**src/design/srdb_pkg.sv**
```systemverilog
// ----------------------------------------------------------------------------
// srdb_pkg - shared types and constants
// Request codes, field widths, sequencer states and the command and status
// groups passed between the controller and the datapath.
// ----------------------------------------------------------------------------
package srdb_pkg;

  // fixed widths of the request and result fields
  localparam int IN_SET_W  = 11;
  localparam int IN_WAY_W  = 4;
  localparam int PC_W      = 64;
  localparam int MASK_W    = 16;
  localparam int OUT_WAY_W = 4;

  // number of sets that an 11-bit set index can address
  localparam int SET_SPAN  = 2048;

  // request codes
  localparam logic [1:0] CMD_VICTIM = 2'd0;
  localparam logic [1:0] CMD_HIT    = 2'd1;
  localparam logic [1:0] CMD_FILL   = 2'd2;
  localparam logic [1:0] CMD_DECAY  = 2'd3;

  // counter limits
  localparam logic [1:0] RRPV_MAX    = 2'd3;
  localparam logic [1:0] DEAD_MAX    = 2'd3;
  localparam logic [1:0] REUSE_MAX   = 2'd3;
  localparam logic [1:0] REUSE_HOT   = 2'd2;
  localparam logic [1:0] REUSE_RESET = 2'd1;

  typedef enum logic [2:0] {
    ST_CLEAR,
    ST_IDLE,
    ST_EVAL,
    ST_PENALTY,
    ST_DECAY_RD,
    ST_DECAY_WR
  } state_t;

  typedef enum logic [1:0] {
    ROW_WR_NONE,
    ROW_WR_CLEAR,
    ROW_WR_UPDATE,
    ROW_WR_DECAY
  } row_wr_t;

  typedef enum logic [1:0] {
    REUSE_WR_NONE,
    REUSE_WR_INC,
    REUSE_WR_DEC
  } reuse_wr_t;

  typedef struct packed {
    logic      capture;
    logic      row_rd_en;
    logic      row_rd_sweep;
    row_wr_t   row_wr_op;
    logic      reuse_rd_en;
    logic      reuse_rd_old;
    reuse_wr_t reuse_wr_op;
    logic      cnt_clr;
    logic      cnt_inc;
    logic      res_load;
  } ctrl_cmd_t;

  typedef struct packed {
    logic [1:0] req_cmd;
    logic       way_ok;
    logic       lift_needed;
    logic       penalty;
    logic       cnt_last;
    logic       out_free;
  } dp_status_t;

endpackage

```
**src/design/srdb_ctrl.sv**
```systemverilog
// ----------------------------------------------------------------------------
// srdb_ctrl - request sequencer
// Runs the clearing pass after reset, the per-request row read, decide and
// write back, the reuse penalty step and the decay sweep over all sets.
// ----------------------------------------------------------------------------
module srdb_ctrl (
  input  logic                   clk,
  input  logic                   rst_n,
  input  logic                   in_valid,
  output logic                   in_stall,
  input  logic [1:0]             in_cmd,
  input  srdb_pkg::dp_status_t   status,
  output srdb_pkg::ctrl_cmd_t    cmd
);

  srdb_pkg::state_t state_r;
  srdb_pkg::state_t state_nxt;
  logic             accept;
  logic             do_update;

  assign in_stall = (state_r != srdb_pkg::ST_IDLE);
  assign accept   = in_valid && !in_stall;

  assign do_update =
    ((status.req_cmd == srdb_pkg::CMD_VICTIM) && status.lift_needed) ||
    (((status.req_cmd == srdb_pkg::CMD_HIT) || (status.req_cmd == srdb_pkg::CMD_FILL)) &&
     status.way_ok);

  always_ff @(posedge clk) begin
    if (!rst_n) begin
      state_r <= srdb_pkg::ST_CLEAR;
    end else begin
      state_r <= state_nxt;
    end
  end

  always_comb begin
    state_nxt = state_r;
    case (state_r)
      srdb_pkg::ST_CLEAR: begin
        if (status.cnt_last) begin
          state_nxt = srdb_pkg::ST_IDLE;
        end
      end
      srdb_pkg::ST_IDLE: begin
        if (accept) begin
          state_nxt = (in_cmd == srdb_pkg::CMD_DECAY) ? srdb_pkg::ST_DECAY_RD
                                                      : srdb_pkg::ST_EVAL;
        end
      end
      srdb_pkg::ST_EVAL: begin
        if (status.out_free) begin
          if ((status.req_cmd == srdb_pkg::CMD_FILL) && status.penalty) begin
            state_nxt = srdb_pkg::ST_PENALTY;
          end else begin
            state_nxt = srdb_pkg::ST_IDLE;
          end
        end
      end
      srdb_pkg::ST_PENALTY: begin
        state_nxt = srdb_pkg::ST_IDLE;
      end
      srdb_pkg::ST_DECAY_RD: begin
        state_nxt = srdb_pkg::ST_DECAY_WR;
      end
      srdb_pkg::ST_DECAY_WR: begin
        if (status.cnt_last) begin
          state_nxt = srdb_pkg::ST_EVAL;
        end else begin
          state_nxt = srdb_pkg::ST_DECAY_RD;
        end
      end
      default: begin
        state_nxt = srdb_pkg::ST_CLEAR;
      end
    endcase
  end

  always_comb begin
    cmd.capture      = 1'b0;
    cmd.row_rd_en    = 1'b0;
    cmd.row_rd_sweep = 1'b0;
    cmd.row_wr_op    = srdb_pkg::ROW_WR_NONE;
    cmd.reuse_rd_en  = 1'b0;
    cmd.reuse_rd_old = 1'b0;
    cmd.reuse_wr_op  = srdb_pkg::REUSE_WR_NONE;
    cmd.cnt_clr      = 1'b0;
    cmd.cnt_inc      = 1'b0;
    cmd.res_load     = 1'b0;
    case (state_r)
      srdb_pkg::ST_CLEAR: begin
        cmd.row_wr_op = srdb_pkg::ROW_WR_CLEAR;
        cmd.cnt_clr   = status.cnt_last;
        cmd.cnt_inc   = !status.cnt_last;
      end
      srdb_pkg::ST_IDLE: begin
        if (accept) begin
          cmd.capture     = 1'b1;
          cmd.row_rd_en   = 1'b1;
          cmd.reuse_rd_en = 1'b1;
          cmd.cnt_clr     = 1'b1;
        end
      end
      srdb_pkg::ST_EVAL: begin
        if (status.out_free) begin
          cmd.res_load = 1'b1;
          if (do_update) begin
            cmd.row_wr_op = srdb_pkg::ROW_WR_UPDATE;
          end
          if ((status.req_cmd == srdb_pkg::CMD_HIT) && status.way_ok) begin
            cmd.reuse_wr_op = srdb_pkg::REUSE_WR_INC;
          end
          // fetch the counter of the evicted line's signature for the penalty
          if (status.req_cmd == srdb_pkg::CMD_FILL) begin
            cmd.reuse_rd_en  = 1'b1;
            cmd.reuse_rd_old = 1'b1;
          end
        end
      end
      srdb_pkg::ST_PENALTY: begin
        cmd.reuse_wr_op = srdb_pkg::REUSE_WR_DEC;
      end
      srdb_pkg::ST_DECAY_RD: begin
        cmd.row_rd_en    = 1'b1;
        cmd.row_rd_sweep = 1'b1;
      end
      srdb_pkg::ST_DECAY_WR: begin
        cmd.row_wr_op = srdb_pkg::ROW_WR_DECAY;
        cmd.cnt_inc   = !status.cnt_last;
      end
      default: begin
        cmd.capture = 1'b0;
      end
    endcase
  end

endmodule

```
**config.mk**
```make
export PLATFORM = sky130hd
export DESIGN_NAME = srdb_ctrl
export DESIGN_NICKNAME = d
export VERILOG_FILES = /design/src/design/srdb_pkg.sv /design/src/design/srdb_ctrl.sv
export SDC_FILE = /design/constraint.sdc
export NUM_CORES = 1
export LEC_CHECK = 0
export CAP_MARGIN = 30
export CORE_AREA = 2 2 39 41
export CTS_CLUSTER_DIAMETER = 200
export DETAILED_ROUTE_END_ITERATION = 10
export DIE_AREA = 0 0 41 43
export DONT_BUFFER_PORTS = 1
export PLACE_DENSITY_LB_ADDON = 0.05
export SETUP_SLACK_MARGIN = 0.02
export SLEW_MARGIN = 20
export SYNTH_ARGS = -nofsm -noshare
export SYNTH_HDL_FRONTEND = slang
export SYNTH_SLANG_ARGS = --single-unit
```
**constraint.sdc**
```tcl
create_clock -name clk -period 1.15 [get_ports clk]
set_input_delay 0.1725 -clock clk [delete_from_list [all_inputs] [get_ports clk]]
set_output_delay 0.1725 -clock clk [all_outputs]
set_load 0.03 [all_outputs]
```
==> results.sh <==
export IMPL_worst_setup_path_end_kind="output pin"
export IMPL_max_stage_delay_ps=350
export IMPL_route_vias_total=426
export IMPL_max_clock_freq_ghz=0.696
export IMPL_pin_count=25
export IMPL_num_nets_final=86
export IMPL_timing_max_slew_rel_slack=0.826
export IMPL_synth_area_top_cells="sky130_fd_sc_hd__dfxtp_1, sky130_fd_sc_hd__ha_1, sky130_fd_sc_hd__nor3b_1, sky130_fd_sc_hd__o2111a_1, sky130_fd_sc_hd__and4bb_4"
export IMPL_worst_setup_path_type="reg -> out"
export IMPL_syn_mean_instance_area_um2=8.12
export IMPL_crit_reg2reg_capture="state_r[0]$_SDFFE_PN0P_"
export IMPL_layout_cells_most_common="sky130_fd_sc_hd__buf_4"
export IMPL_mappedNetlistNets=60
export IMPL_min_period_ps=1440
export IMPL_crit_family="simple AND/OR/NAND/NOR gates"
export IMPL_synth_distinct_cells=27
export IMPL_crit_chain="or2_4 -> a21oi_4 -> nor2b_4"
export IMPL_filler_cell_count=142
export IMPL_final_cell_mix="sky130_fd_sc_hd__buf_4, sky130_fd_sc_hd__buf_6"
export IMPL_netlist_instances=45
export IMPL_clk_root_buffer_cell="sky130_fd_sc_hd__clkbuf_4"
export IMPL_cts_max_path_buffers=2
export IMPL_ctsHtreeMaxLevel=1
export IMPL_worst_path_max_delay_cell="sky130_fd_sc_hd__dfxtp_4"
export IMPL_postSynthRegisterBits=3
export IMPL_synth_top_area_share=0.164
export IMPL_cp_max_fo=7
export IMPL_drt_iter0_markers=3
export IMPL_initial_utilization=0.264
export IMPL_timing_final_crit_share=1.25
export IMPL_globalRouteOverflowTotal=0
export IMPL_max_flop_register="state_r"
export IMPL_n_antenna_cell=0
export IMPL_timing_reg2reg_worst_path_depth=3
export IMPL_status="complete, but fails checks"
export IMPL_syn2layout_area_growth_pct=96.9
export IMPL_whs_path_depth=1
export IMPL_postPlaceCellArea_um2=537
export IMPL_die_w_um=41
export IMPL_worst_endpoint_arrival_ps=1270
export IMPL_power_density_nw_per_um2=849
export IMPL_port_buffers=0
export IMPL_detail_route_vias_per_cell=4.95
export IMPL_number_of_antenna_violations_at_the_first_check_in_global_routing=0
export IMPL_grt_setup_unrepaired="true"
export IMPL_critical_path_startpoint_type="register"
export IMPL_hold_violation_count_in_the_final_report=0
export IMPL_die_area_um2=1760
export IMPL_maxCapViolCount=0
export IMPL_max_slew_worst_pin_slew_ps=260
export IMPL_worst_ir_drop_vdd_mv=0.518
export IMPL_finalClockSkew_ps=3.04
export IMPL_synth_seq_area_share=0.164
export IMPL_leakage_nw=0.333
export IMPL_grt_pass1_wl_um=1650
export IMPL_largest_reg_flops=3
export IMPL_failed_checks="negative setup slack"
export IMPL_synth_top_area_cell="sky130_fd_sc_hd__dfxtp_1"
export IMPL_core_area_um2=1380
export IMPL_cts_sinks=3
export IMPL_fin_setup_tns_ps=-2470
export IMPL_sequential_cell_area_um2=71.3
export IMPL_min_path_type="in -> reg"
export IMPL_numCtsBuffers=3
export IMPL_final_max_slew_viol_count=0
export IMPL_reg_top3="state_r x3"
export IMPL_yosysWarningCount=0
export IMPL_floorplan_die_height_um=43
export IMPL_timing_hold_worst_endpoint="state_r[0]$_SDFFE_PN0P_"
export IMPL_grt_max_degree=8
export IMPL_final_design_area_no_fill_um2=719
export IMPL_grt_total_usage=0.136
export IMPL_post_route_drc_count=0
export IMPL_place_hpwl_um=855
export IMPL_drt_pass1_iterations=2
export IMPL_ant_nets=0
export IMPL_drive_gt1_frac=0.729
export IMPL_synth_area_um2=365
export IMPL_r2r_setup_slack_ps=20
export IMPL_required_ps=980
export IMPL_placement_row_count=14
export IMPL_clock_insertion_delay_worst_skew_ps=230
export IMPL_setup_ws_post_layout_ps=-288
export IMPL_finalWeightedCongestion=0.716
export IMPL_multi_input_comb_area_um2=372
export IMPL_detailed_route_wire_length_per_cell_um=13.8
export IMPL_crit_reg2reg_launch="state_r[0]$_SDFFE_PN0P_"
export IMPL_clk_transition_reported_paths_ps=30
export IMPL_worst_path_buf_inv=0
export IMPL_source_of_the_worst_hold_timing_path="rst_n"
export IMPL_first_global_vias=435
export IMPL_timing_final_setup_violations=12
export IMPL_routed_wl_um=1180
export IMPL_cts_tree="done"
[routing by layer]
layer,routed length (um),part of all wire,track usage,vias to the layer above
met5,0,0,0,-
met4,0,0,0.0933,0
met3,84,0.071,0.0209,0
met2,653,0.55,0.231,16
met1,446,0.38,0.140,200
li1,-,-,-,210
[synthesized netlist by cell type]
library cell and n:
sky130_fd_sc_hd__nand2_1 4, sky130_fd_sc_hd__nor2_1 4, sky130_fd_sc_hd__dfxtp_1 3, sky130_fd_sc_hd__ha_1 3
sky130_fd_sc_hd__inv_1 3, sky130_fd_sc_hd__nor3b_1 3, sky130_fd_sc_hd__a21boi_1 2, sky130_fd_sc_hd__buf_2 2
sky130_fd_sc_hd__o2111a_1 2, sky130_fd_sc_hd__or2_1 2, sky130_fd_sc_hd__a21bo_2 1, sky130_fd_sc_hd__a21oi_1 1
sky130_fd_sc_hd__a22o_1 1, sky130_fd_sc_hd__a22oi_1 1, sky130_fd_sc_hd__a32o_1 1, sky130_fd_sc_hd__and2_4 1
sky130_fd_sc_hd__and3_1 1, sky130_fd_sc_hd__and4bb_1 1, sky130_fd_sc_hd__and4bb_4 1, sky130_fd_sc_hd__buf_6 1
sky130_fd_sc_hd__mux2_1 1, sky130_fd_sc_hd__nand2b_1 1, sky130_fd_sc_hd__nand3_1 1, sky130_fd_sc_hd__nand4_1 1
sky130_fd_sc_hd__nor2b_1 1, sky130_fd_sc_hd__o21a_1 1, sky130_fd_sc_hd__o21ai_1 1
[repair_timing]
item | 4_1_cts | 5_1_grt
pin swaps | 6 | 7
hold buffers | 0 | 0
endpoints found under the setup margin | 15 | 15
resized for setup | 21 | 7
buffers inserted | 5 | 3
[layout make-up]
type / instances / area share
clock buffer: 4 / 0.0365
inverter: 3 / 0.0226
multi-input combinational: 36 / 0.517
tap: 16 / 0.0278
sequential: 3 / 0.0991
timing repair buffer: 24 / 0.297
[power by group]
part           switching, mW  internal [mW]  total, mW
Clock                 0.0492          0.130      0.179
Sequential            0.0125          0.110      0.122
Combinational          0.152          0.157      0.309
Total                  0.214          0.397      0.611
[worst max path at each step]
stage / endpoint / cells after the start / startpoint / slack, ps
finish: cmd[1] / 3 / state_r[0]$_SDFFE_PN0P_ / -290
global route: cmd[1] / 3 / state_r[0]$_SDFFE_PN0P_ / -330
CTS: cmd[6] / 3 / state_r[0]$_SDFFE_PN0P_ / -280
detailed placement: cmd[6] / 3 / state_r[0]$_SDFFE_PN0P_ / -190
global placement: cmd[6] / 3 / state_r[0]$_SDFFE_PN0P_ / -160
floorplan: cmd[6] / 4 / state_r[1]$_SDFFE_PN0P_ / -170
[logic make-up after synthesis]
kind of cell / after synthesis / synth area share
AOI/OAI and AO/OA: 11 / 0.250
and+or+nand+nor: 21 / 0.363
buffers and inverters: 6 / 0.0890
adders and majority gates: 3 / 0.103
DFF: 3 / 0.164
muxes: 1 / 0.0308
[through the flow]
stage | hold WS [ps] | power (mW) | setup slack, ps | util | std cells
finish | 90.7 | 0.611 | -288 | 0.520 | 86
global route | 88.5 | 0.641 | -331 | 0.520 | 86
CTS | 81.8 | 0.606 | -278 | 0.484 | 83
detailed placement | 334 | 0.359 | -193 | 0.388 | 74
global placement | 333 | 0.354 | -159 | 0.388 | 74
floorplan | 312 | 0.300 | -172 | - | 45
No activity file was read; power rests on OpenSTA's default activity.
